===== src/pem_pkg.sv =====
// Package: request/result types and fixed field widths for prediction_error_metrics.
`timescale 1ns / 1ps
`default_nettype none
package pem_pkg;

  localparam int FIELD_BITS = 16;
  localparam int MSE_BITS   = 40;
  localparam int VAR_BITS   = 38;
  localparam int NERR_BITS  = 32;
  localparam int CNT_BITS   = 13;
  localparam int QUO_BITS   = 40;

  typedef struct packed {
    logic signed [FIELD_BITS-1:0] expected_value;
    logic signed [FIELD_BITS-1:0] actual_value;
    logic                         last_item;
  } pem_req_t;

  typedef struct packed {
    logic [MSE_BITS-1:0]  mean_sq_error;
    logic [VAR_BITS-1:0]  actual_variance;
    logic [NERR_BITS-1:0] normalized_error;
    logic                 zero_variance;
    logic [CNT_BITS-1:0]  pair_count;
  } pem_res_t;

  typedef struct packed {
    logic busy;
    logic done;
    logic ovf;
  } pem_div_stat_t;

endpackage
`default_nettype wire


===== src/pem_mul.sv =====
// Shared registered multiplier for squares, products and the normaliser terms.
`timescale 1ns / 1ps
`default_nettype none
module pem_mul #(
  parameter int A_BITS = 44,
  parameter int B_BITS = 28
) (
  input  wire logic                     clk,
  input  wire logic [A_BITS-1:0]        a,
  input  wire logic [B_BITS-1:0]        b,
  output logic      [A_BITS+B_BITS-1:0] p
);

  always_ff @(posedge clk) begin
    p <= a * b;
  end

endmodule
`default_nettype wire


===== src/pem_div.sv =====
// Shared restoring divider, one quotient bit per cycle, with quotient overflow flag.
`timescale 1ns / 1ps
`default_nettype none
module pem_div #(
  parameter int NUM_BITS = 73,
  parameter int DEN_BITS = 56
) (
  input  wire logic                           clk,
  input  wire logic                           rst,
  input  wire logic                           start,
  input  wire logic [NUM_BITS-1:0]            num,
  input  wire logic [DEN_BITS-1:0]            den,
  output logic      [pem_pkg::QUO_BITS-1:0]   quo,
  output pem_pkg::pem_div_stat_t              stat
);
  import pem_pkg::*;

  localparam int CW = $clog2(NUM_BITS + 1);

  logic [NUM_BITS-1:0] dvd;
  logic [DEN_BITS-1:0] dsr;
  logic [DEN_BITS-1:0] rem;
  logic [CW-1:0]       cnt;
  logic                busy;
  logic                done;
  logic                ovf;
  logic [DEN_BITS:0]   trial;
  logic [DEN_BITS:0]   diff;
  logic                fits;

  always_comb begin
    trial = {rem, dvd[NUM_BITS-1]};
    diff  = trial - {1'b0, dsr};
    fits  = trial >= {1'b0, dsr};
  end

  always_ff @(posedge clk) begin
    if (rst) begin
      busy <= 1'b0;
      done <= 1'b0;
    end else begin
      done <= !start && busy && (cnt == CW'(1));
      if (start) begin
        busy <= 1'b1;
        cnt  <= CW'(NUM_BITS);
        dvd  <= num;
        dsr  <= den;
        rem  <= '0;
        quo  <= '0;
        ovf  <= 1'b0;
      end else if (busy) begin
        dvd <= dvd << 1;
        rem <= fits ? diff[DEN_BITS-1:0] : trial[DEN_BITS-1:0];
        quo <= {quo[QUO_BITS-2:0], fits};
        ovf <= ovf | quo[QUO_BITS-1];
        cnt <= cnt - 1'b1;
        if (cnt == CW'(1)) begin
          busy <= 1'b0;
        end
      end
    end
  end

  assign stat = '{busy: busy, done: done, ovf: ovf};

endmodule
`default_nettype wire


===== src/prediction_error_metrics.sv =====
// Top level: normalised mean square error over a run of expected/actual pairs.
//
//   channel   ports                          carries
//   request   req_valid, req_ready, req_data  pem_req_t: expected, actual, last flag
//   result    res_valid, res_ready, res_data  pem_res_t: MSE, variance, NMSE, flag, count
//
// A pair steps through accept, S_SQD, S_SQA and S_ACC: two squares through the one shared multiplier.
// The final pair adds the multiplier steps S_NSQ, S_SS, S_SEN and S_NN and up to three divisions
// on the serial divider (73-bit dividend at default parameters); zero variance skips the third.
// Synchronous reset clears the sums, the count and all control state.
// A result waiting in the output register does not stop new requests; only the
// final pair of the next run holds until that result is taken.
`timescale 1ns / 1ps
`default_nettype none
module prediction_error_metrics #(
  parameter int MAX_PAIRS   = 4096,
  parameter int SAMPLE_BITS = 16
) (
  input  wire logic              clk,
  input  wire logic              rst,
  input  wire logic              req_valid,
  output logic                   req_ready,
  input  wire pem_pkg::pem_req_t req_data,
  output logic                   res_valid,
  input  wire logic              res_ready,
  output pem_pkg::pem_res_t      res_data
);
  import pem_pkg::*;

  localparam int SW   = SAMPLE_BITS;
  localparam int LW   = $clog2(MAX_PAIRS);
  localparam int NW   = $clog2(MAX_PAIRS + 1);
  localparam int SEW  = 2 * SW + LW;
  localparam int SUMW = SW + LW + 1;
  localparam int MAGW = SW + LW;
  localparam int SQW  = 2 * SW + LW - 1;
  localparam int DENW = NW + SQW;
  localparam int NUMW = SEW + NW;
  localparam int NNW  = 2 * NW;
  localparam int MBW  = MAGW;
  localparam int PW   = SEW + MBW;
  localparam int DVW  = NUMW + 16;

  typedef enum logic [3:0] {
    S_IDLE, S_SQD, S_SQA, S_ACC, S_NSQ, S_SS, S_SEN, S_NN,
    S_DMSE, S_WMSE, S_WVAR, S_WNE, S_FIN
  } state_t;

  state_t state;

  logic [SEW-1:0]         se;
  logic signed [SUMW-1:0] ssum;
  logic [SQW-1:0]         sq;
  logic [NW-1:0]          n;
  logic [SW-1:0]          dmag;
  logic [SW-1:0]          amag;
  logic                   last_r;
  logic [DENW-1:0]        nsq;
  logic [DENW-1:0]        var_den;
  logic [NUMW-1:0]        ratio_num;
  logic [NNW-1:0]         nn;
  logic [MSE_BITS-1:0]    mse_r;
  logic [VAR_BITS-1:0]    var_r;
  logic [NERR_BITS-1:0]   nerr_r;
  logic                   zero_r;

  logic [SW-1:0]          exp_s;
  logic [SW-1:0]          act_s;
  logic signed [SW:0]     dd;
  logic signed [SW:0]     dneg;
  logic signed [SW:0]     aext;
  logic signed [SW:0]     aneg;
  logic signed [SUMW-1:0] sneg;
  logic [MAGW-1:0]        smag;
  logic [NW-1:0]          n_inc;
  logic                   req_fire;

  logic [SEW-1:0]         mul_a;
  logic [MBW-1:0]         mul_b;
  logic [PW-1:0]          prod;

  logic                   div_start;
  logic [DVW-1:0]         div_num;
  logic [DENW-1:0]        div_den;
  logic [QUO_BITS-1:0]    quo;
  pem_div_stat_t          div_stat;
  logic                   ne_sat;

  assign req_ready = (state == S_IDLE);
  assign req_fire  = req_valid && req_ready;

  always_comb begin
    exp_s = SW'($unsigned(req_data.expected_value));
    act_s = SW'($unsigned(req_data.actual_value));
    aext  = $signed({act_s[SW-1], act_s});
    dd    = $signed({exp_s[SW-1], exp_s}) - aext;
    dneg  = -dd;
    aneg  = -aext;
    sneg  = -ssum;
    smag  = ssum[SUMW-1] ? sneg[MAGW-1:0] : ssum[MAGW-1:0];
    n_inc = n + 1'b1;
    ne_sat = div_stat.ovf || (quo[QUO_BITS-1:NERR_BITS] != '0);
  end

  always_comb begin
    mul_a = '0;
    mul_b = '0;
    case (state)
      S_SQD: begin
        mul_a = SEW'(dmag);
        mul_b = MBW'(dmag);
      end
      S_SQA: begin
        mul_a = SEW'(amag);
        mul_b = MBW'(amag);
      end
      S_NSQ: begin
        mul_a = SEW'(sq);
        mul_b = MBW'(n);
      end
      S_SS: begin
        mul_a = SEW'(smag);
        mul_b = smag;
      end
      S_SEN: begin
        mul_a = se;
        mul_b = MBW'(n);
      end
      S_NN: begin
        mul_a = SEW'(n);
        mul_b = MBW'(n);
      end
      default: begin
        mul_a = '0;
        mul_b = '0;
      end
    endcase
  end

  always_comb begin
    div_start = 1'b0;
    div_num   = '0;
    div_den   = '0;
    case (state)
      S_DMSE: begin
        div_start = 1'b1;
        div_num   = DVW'({se, 8'b0});
        div_den   = DENW'(n);
      end
      S_WMSE: begin
        div_start = div_stat.done;
        div_num   = DVW'({var_den, 8'b0});
        div_den   = DENW'(nn);
      end
      S_WVAR: begin
        div_start = div_stat.done && (var_den != '0);
        div_num   = {ratio_num, 16'b0};
        div_den   = var_den;
      end
      default: begin
        div_start = 1'b0;
        div_num   = '0;
        div_den   = '0;
      end
    endcase
  end

  pem_mul #(
    .A_BITS (SEW),
    .B_BITS (MBW)
  ) u_mul (
    .clk (clk),
    .a   (mul_a),
    .b   (mul_b),
    .p   (prod)
  );

  pem_div #(
    .NUM_BITS (DVW),
    .DEN_BITS (DENW)
  ) u_div (
    .clk   (clk),
    .rst   (rst),
    .start (div_start),
    .num   (div_num),
    .den   (div_den),
    .quo   (quo),
    .stat  (div_stat)
  );

  always_ff @(posedge clk) begin
    if (rst) begin
      state     <= S_IDLE;
      se        <= '0;
      ssum      <= '0;
      sq        <= '0;
      n         <= '0;
      last_r    <= 1'b0;
      res_valid <= 1'b0;
    end else begin
      if (state == S_FIN && (!res_valid || res_ready)) begin
        res_valid <= 1'b1;
      end else if (res_valid && res_ready) begin
        res_valid <= 1'b0;
      end
      case (state)
        S_IDLE: begin
          if (req_fire) begin
            dmag   <= dd[SW] ? dneg[SW-1:0] : dd[SW-1:0];
            amag   <= aext[SW] ? aneg[SW-1:0] : aext[SW-1:0];
            ssum   <= ssum + SUMW'(aext);
            n      <= n_inc;
            last_r <= req_data.last_item || (n_inc == NW'(MAX_PAIRS));
            state  <= S_SQD;
          end
        end
        S_SQD: begin
          state <= S_SQA;
        end
        S_SQA: begin
          se    <= se + SEW'(prod);
          state <= S_ACC;
        end
        S_ACC: begin
          sq    <= sq + SQW'(prod);
          state <= last_r ? S_NSQ : S_IDLE;
        end
        S_NSQ: begin
          state <= S_SS;
        end
        S_SS: begin
          nsq   <= DENW'(prod);
          state <= S_SEN;
        end
        S_SEN: begin
          var_den <= nsq - DENW'(prod);
          state   <= S_NN;
        end
        S_NN: begin
          ratio_num <= NUMW'(prod);
          state     <= S_DMSE;
        end
        S_DMSE: begin
          nn    <= NNW'(prod);
          state <= S_WMSE;
        end
        S_WMSE: begin
          if (div_stat.done) begin
            mse_r <= quo[MSE_BITS-1:0];
            state <= S_WVAR;
          end
        end
        S_WVAR: begin
          if (div_stat.done) begin
            var_r <= quo[VAR_BITS-1:0];
            if (var_den == '0) begin
              nerr_r <= '1;
              zero_r <= 1'b1;
              state  <= S_FIN;
            end else begin
              zero_r <= 1'b0;
              state  <= S_WNE;
            end
          end
        end
        S_WNE: begin
          if (div_stat.done) begin
            nerr_r <= ne_sat ? '1 : quo[NERR_BITS-1:0];
            state  <= S_FIN;
          end
        end
        S_FIN: begin
          if (!res_valid || res_ready) begin
            res_data.mean_sq_error    <= mse_r;
            res_data.actual_variance  <= var_r;
            res_data.normalized_error <= nerr_r;
            res_data.zero_variance    <= zero_r;
            res_data.pair_count       <= CNT_BITS'(n);
            se                        <= '0;
            ssum                      <= '0;
            sq                        <= '0;
            n                         <= '0;
            last_r                    <= 1'b0;
            state                     <= S_IDLE;
          end
        end
        default: begin
          state <= S_IDLE;
        end
      endcase
    end
  end

  a_count_bound: assert property (@(posedge clk) disable iff (rst)
    n <= NW'(MAX_PAIRS))
    else $error("pair count beyond limit");

  a_busy_after_req: assert property (@(posedge clk) disable iff (rst)
    req_fire |=> !req_ready)
    else $error("request taken while previous pair in flight");

  a_zero_sat: assert property (@(posedge clk) disable iff (rst)
    (res_valid && res_data.zero_variance) |-> (res_data.normalized_error == '1))
    else $error("zero variance without saturated ratio");

  a_div_idle: assert property (@(posedge clk) disable iff (rst)
    div_start |-> !div_stat.busy)
    else $error("divider started while busy");

endmodule
`default_nettype wire


===== config.mk =====
export PLATFORM = sky130hd
export DESIGN_NAME = prediction_error_metrics
export DESIGN_NICKNAME = d
export VERILOG_FILES = /design/src/pem_pkg.sv /design/src/pem_mul.sv /design/src/pem_div.sv /design/src/prediction_error_metrics.sv
export SDC_FILE = /design/constraint.sdc
export NUM_CORES = 2
export LEC_CHECK = 0
export BUFFER_PORTS_ARGS = -buffer_cell sky130_fd_sc_hd__buf_2
export CORE_ASPECT_RATIO = 0.5
export CORE_MARGIN = 5
export CORE_UTILIZATION = 59
export CTS_CLUSTER_DIAMETER = 150
export DETAILED_ROUTE_END_ITERATION = 6
export MAX_ROUTING_LAYER = met4
export PLACE_DENSITY = 0.85
export SYNTH_ARGS = -nofsm -noshare
export SYNTH_HDL_FRONTEND = slang
export SYNTH_SLANG_ARGS = --single-unit

===== constraint.sdc =====
create_clock -name clk -period 12.05 [get_ports clk]
set_input_delay 1.8075 -clock clk [delete_from_list [all_inputs] [get_ports clk]]
set_output_delay 1.8075 -clock clk [all_outputs]
set_load 0.02 [all_outputs]

==> impl_metrics.csv <==
group,metric,value,unit
synthesis,synth-edff-count,687,
global_route,track_usage,34.1,%
power,leakage,37.7,nW
setup_path,path_class,"reg2reg",
synthesis,synth.area.top_cells,"edfxtp_1 26%, fa_1 25%, inv_1 6.7%, ha_1 6.5%, dfxtp_1 5.0%",
clock_network,cts_resized,0,
power,p_per_area,140,mW/mm²
global_route,grt_pass1_wl,358000,µm
clock_network,post_cts_buffers,0,
sta,hold_viol_final,0,
sta,layout_setup_ws,0.829,ns
clock_network,htreeDepth,3,
floorplan,dieArea,0.140,mm²
setup_path,cp_data_arrival_time,11.80,ns
cells_and_area,finalNonFillerCells,10100,
floorplan,ioPinCount,163,
setup_path,cp.required,12.63,ns
clock_network,clkTransAtPathRegs,0.06,ns
floorplan,start_util,59.5,%
synthesis,synthDistinctLibCells,86,
setup_path,critPathCaptureType,"flop",
synthesis,ys_ff_latch,881,
job,drv_cap,0,
setup_path,r2r_end,"u_mul.p[50]$_DFF_P_",
synthesis,synth.most_common_cell,"inv_1",
hold_path,worstHoldEndpoint,"res_data[59]$_DFFE_PP_",
clock_network,clk_latency,0.69,ns
setup_path,r2r-start,"ssum[5]$_SDFFE_PP0P_",
setup_path,ff2ff_path_depth,34,
cells_and_area,drive_above_1_share,7.05,%
floorplan,rows,94,
cells_and_area,fillers,10400,
setup_path,path_max_fanout,18,
cells_and_area,fin_area,0.0846,mm²
sta,setup_viol_count_final,0,
route,detail_route.wl_per_cell,22.9,µm
synthesis,yosysTopAreaCellShare,26.4,%
route,num_vias,60400,
synthesis,syn_avg_cell_area,9.71,µm²
cells_and_area,syn2layout_area_growth,8.16,%
synthesis,synth_largest_area_cell,"edfxtp_1",
placed_design,dpl_worst_slack,1.15,ns
setup_path,max_stage_delay,0.71,ns
synthesis,netlist_instances,8057,
sta,setup_tns,0,ns
global_route,antenna_found_initial,2,
route,met2_length,97500,µm
clock_network,clk_path_buf_depth,3,
setup_path,path_delay_family,"adder cells",
global_route,first_global_vias,60400,
floorplan,core-area,0.132,mm²
global_route,overflow,0,
sta,relSlewSlack,5.45,%
placed_design,portBuffers,162,
sta,min_period,11.22,ns
placed_design,place_inst,9898,
hold_path,whs_path_depth,0,
clock_network,cts_tree,"yes",
sta,holdWs,0.402,ns
power,vdd_ir_drop_max,0.307,mV
synthesis,synth_common_cells,"1388 x inv_1, 994 x fa_1, 929 x nand2_1",
cells_and_area,fin_util,64.3,%
route,route.detailed.drc,0,
setup_path,startpoint,"ssum[5]$_SDFFE_PP0P_",
sta,rsz0062_at_grt,"false",
placed_design,gp_congestion,1.04,
route,wl_met1,91600,µm
setup_path,crit_slowest_cell,"a221oi_4",
synthesis,syn_area,0.0782,mm²
floorplan,die_w,525,µm
setup_path,start_kind,"flop",
synthesis,synthFlopType,"edfxtp_1",
sta,worst_pin_slew,1.38,ns
setup_path,cp_num_buf_inv,6,
route,drtIter0Drc,7095,
sta,fin_skew,0.0500,ns
power,totalPowerFinal,11.9,mW
setup_path,crit_top_cell,"fa_1",
route,met3WireLength,33200,µm
synthesis,synth_warnings,0,
setup_path,r2r_slack,0.83,ns
synthesis,ys_async_sr_fraction,0,%
route,vias_per_cell,6.01,
clock_network,cts_hold_buf,0,
synthesis,yosysSeqAreaShare,31.3,%
route,wl,231000,µm
sta,fmax,89.1,MHz
placed_design,place_area,0.0817,mm²
route,firstDrtPassIters,6,
clock_network,cts_buffers,86,
hold_path,min_path_type,"reg2reg",
floorplan,die_h,268,µm
route,detail-route-antenna-nets,0,
cells_and_area,fin_nets,9645,
clock_network,root_buffer,"clkbuf_16",
clock_network,clock_sinks,881,
global_route,grt_start_max_net_pins,88,
sta,finalCritPeriodShare,93.1,%
route,highest_layer,"met4",
hold_path,hold_start,"var_r[13]$_DFFE_PP_",
sta,slew_violations,0,
placed_design,dp_hpwl,175000,µm
run_status,outcome,"completed",
## cells by family (layout without fill, tap and decap cells)
logic type | count (synthesis) | count (layout) | share of synthesized area, %
and+or+nand+nor | 2352 | 2352 | 13.1
buffers and inverters | 1741 | 1850 | 8.41
AOI/OAI and AO/OA | 1356 | 1356 | 11.5
other | 2 | 124 | 0.00960
muxes | 11 | 11 | 0.142
adders and majority gates | 1398 | 1398 | 31.9
xor gates and xnor gates | 316 | 316 | 3.54
DFF | 881 | 881 | 31.3
## registers in the layout, summed over array words and instances (netlist names), 38 cells and up
| register | flops |
|---|---|
| mse_r | 40 |
| nsq | 56 |
| ratio_num | 57 |
| res_data | 124 |
| se | 44 |
| sq | 43 |
| u_div.dsr | 56 |
| u_div.dvd | 65 |
| u_div.quo | 40 |
| u_div.rem | 56 |
| u_mul.p | 57 |
| var_den | 56 |
| var_r | 38 |
## metal layers
| layer | track usage, % | up-vias |
|---|---|---|
| li1 | - | 26500 |
| met1 | 46.5 | 29700 |
| met2 | 49.0 | 3623 |
| met3 | 10.9 | 598 |
| met4 | 10.5 | 0 |
| met5 | - | - |
## placed cells by master (no fill, tap or decap), types with 14 or more instances in the layout
cell	instances
a211oi_1	41
a21o_1	179
a21oi_1	358
a221o_1	18
a221oi_1	29
a22o_1	45
a22oi_1	123
a31o_2	14
a31oi_1	67
and2_1	62
and3_1	66
buf_2	161
buf_4	132
clkbuf_16	89
clkinv_1	25
clkinv_2	15
conb_1	120
dfxtp_1	194
edfxtp_1	687
fa_1	994
ha_1	404
inv_1	1388
nand2_1	928
nand2b_1	56
nand3_1	113
nand4_1	41
nor2_1	769
nor2_2	15
nor2b_1	49
nor3_1	58
nor4_1	34
o211ai_1	20
o21a_1	49
o21ai_0	218
o21bai_1	33
o31ai_1	26
or2_2	56
or3_1	31
xnor2_1	188
xor2_1	128
## area by class of cell
cell class	count	area (µm²)	area share, %
antenna	4	10.0	0.0118
inverter	1394	5240	6.19
clock inverter	63	651	0.769
multi-input combinational	5553	47900	56.6
clock buffer	99	2300	2.72
timing repair buffer	294	1820	2.15
sequential	881	24500	29.0
tap	1776	2220	2.63
## worst max-delay path by stage
stage | end | slack (ns) | depth (start not counted)
floorplan | u_div.cnt[0]$_SDFFCE_PP1P_ | 0.74 | 4
global placement | u_mul.p[50]$_DFF_P_ | 1.24 | 34
detailed placement | u_mul.p[50]$_DFF_P_ | 1.15 | 34
CTS | u_mul.p[50]$_DFF_P_ | 1.10 | 34
global route | u_mul.p[50]$_DFF_P_ | 0.52 | 34
finish | u_mul.p[50]$_DFF_P_ | 0.83 | 34
## where the power goes
| group | switching [mW] | total, mW | leakage (nW) | internal (mW) |
|---|---|---|---|---|
| sequential | 0.281 | 3.77 | 7.60 | 3.49 |
| clock | 1.24 | 2.79 | 1.43 | 1.55 |
| combinational | 3.38 | 5.33 | 28.7 | 1.95 |
## worst reg2reg max path: cells and delay by family, from the launching register on
family | cells | cell delay [ns]
and+or+nand+nor | 9 | 3.04
adders and majority gates | 8 | 4.13
buffers and inverters | 6 | 0.77
DFF | 1 | 0.38
xor gates and xnor gates | 1 | 0.17
AOI/OAI and AO/OA | 10 | 2.66
(Power assumes the default switching activity.)
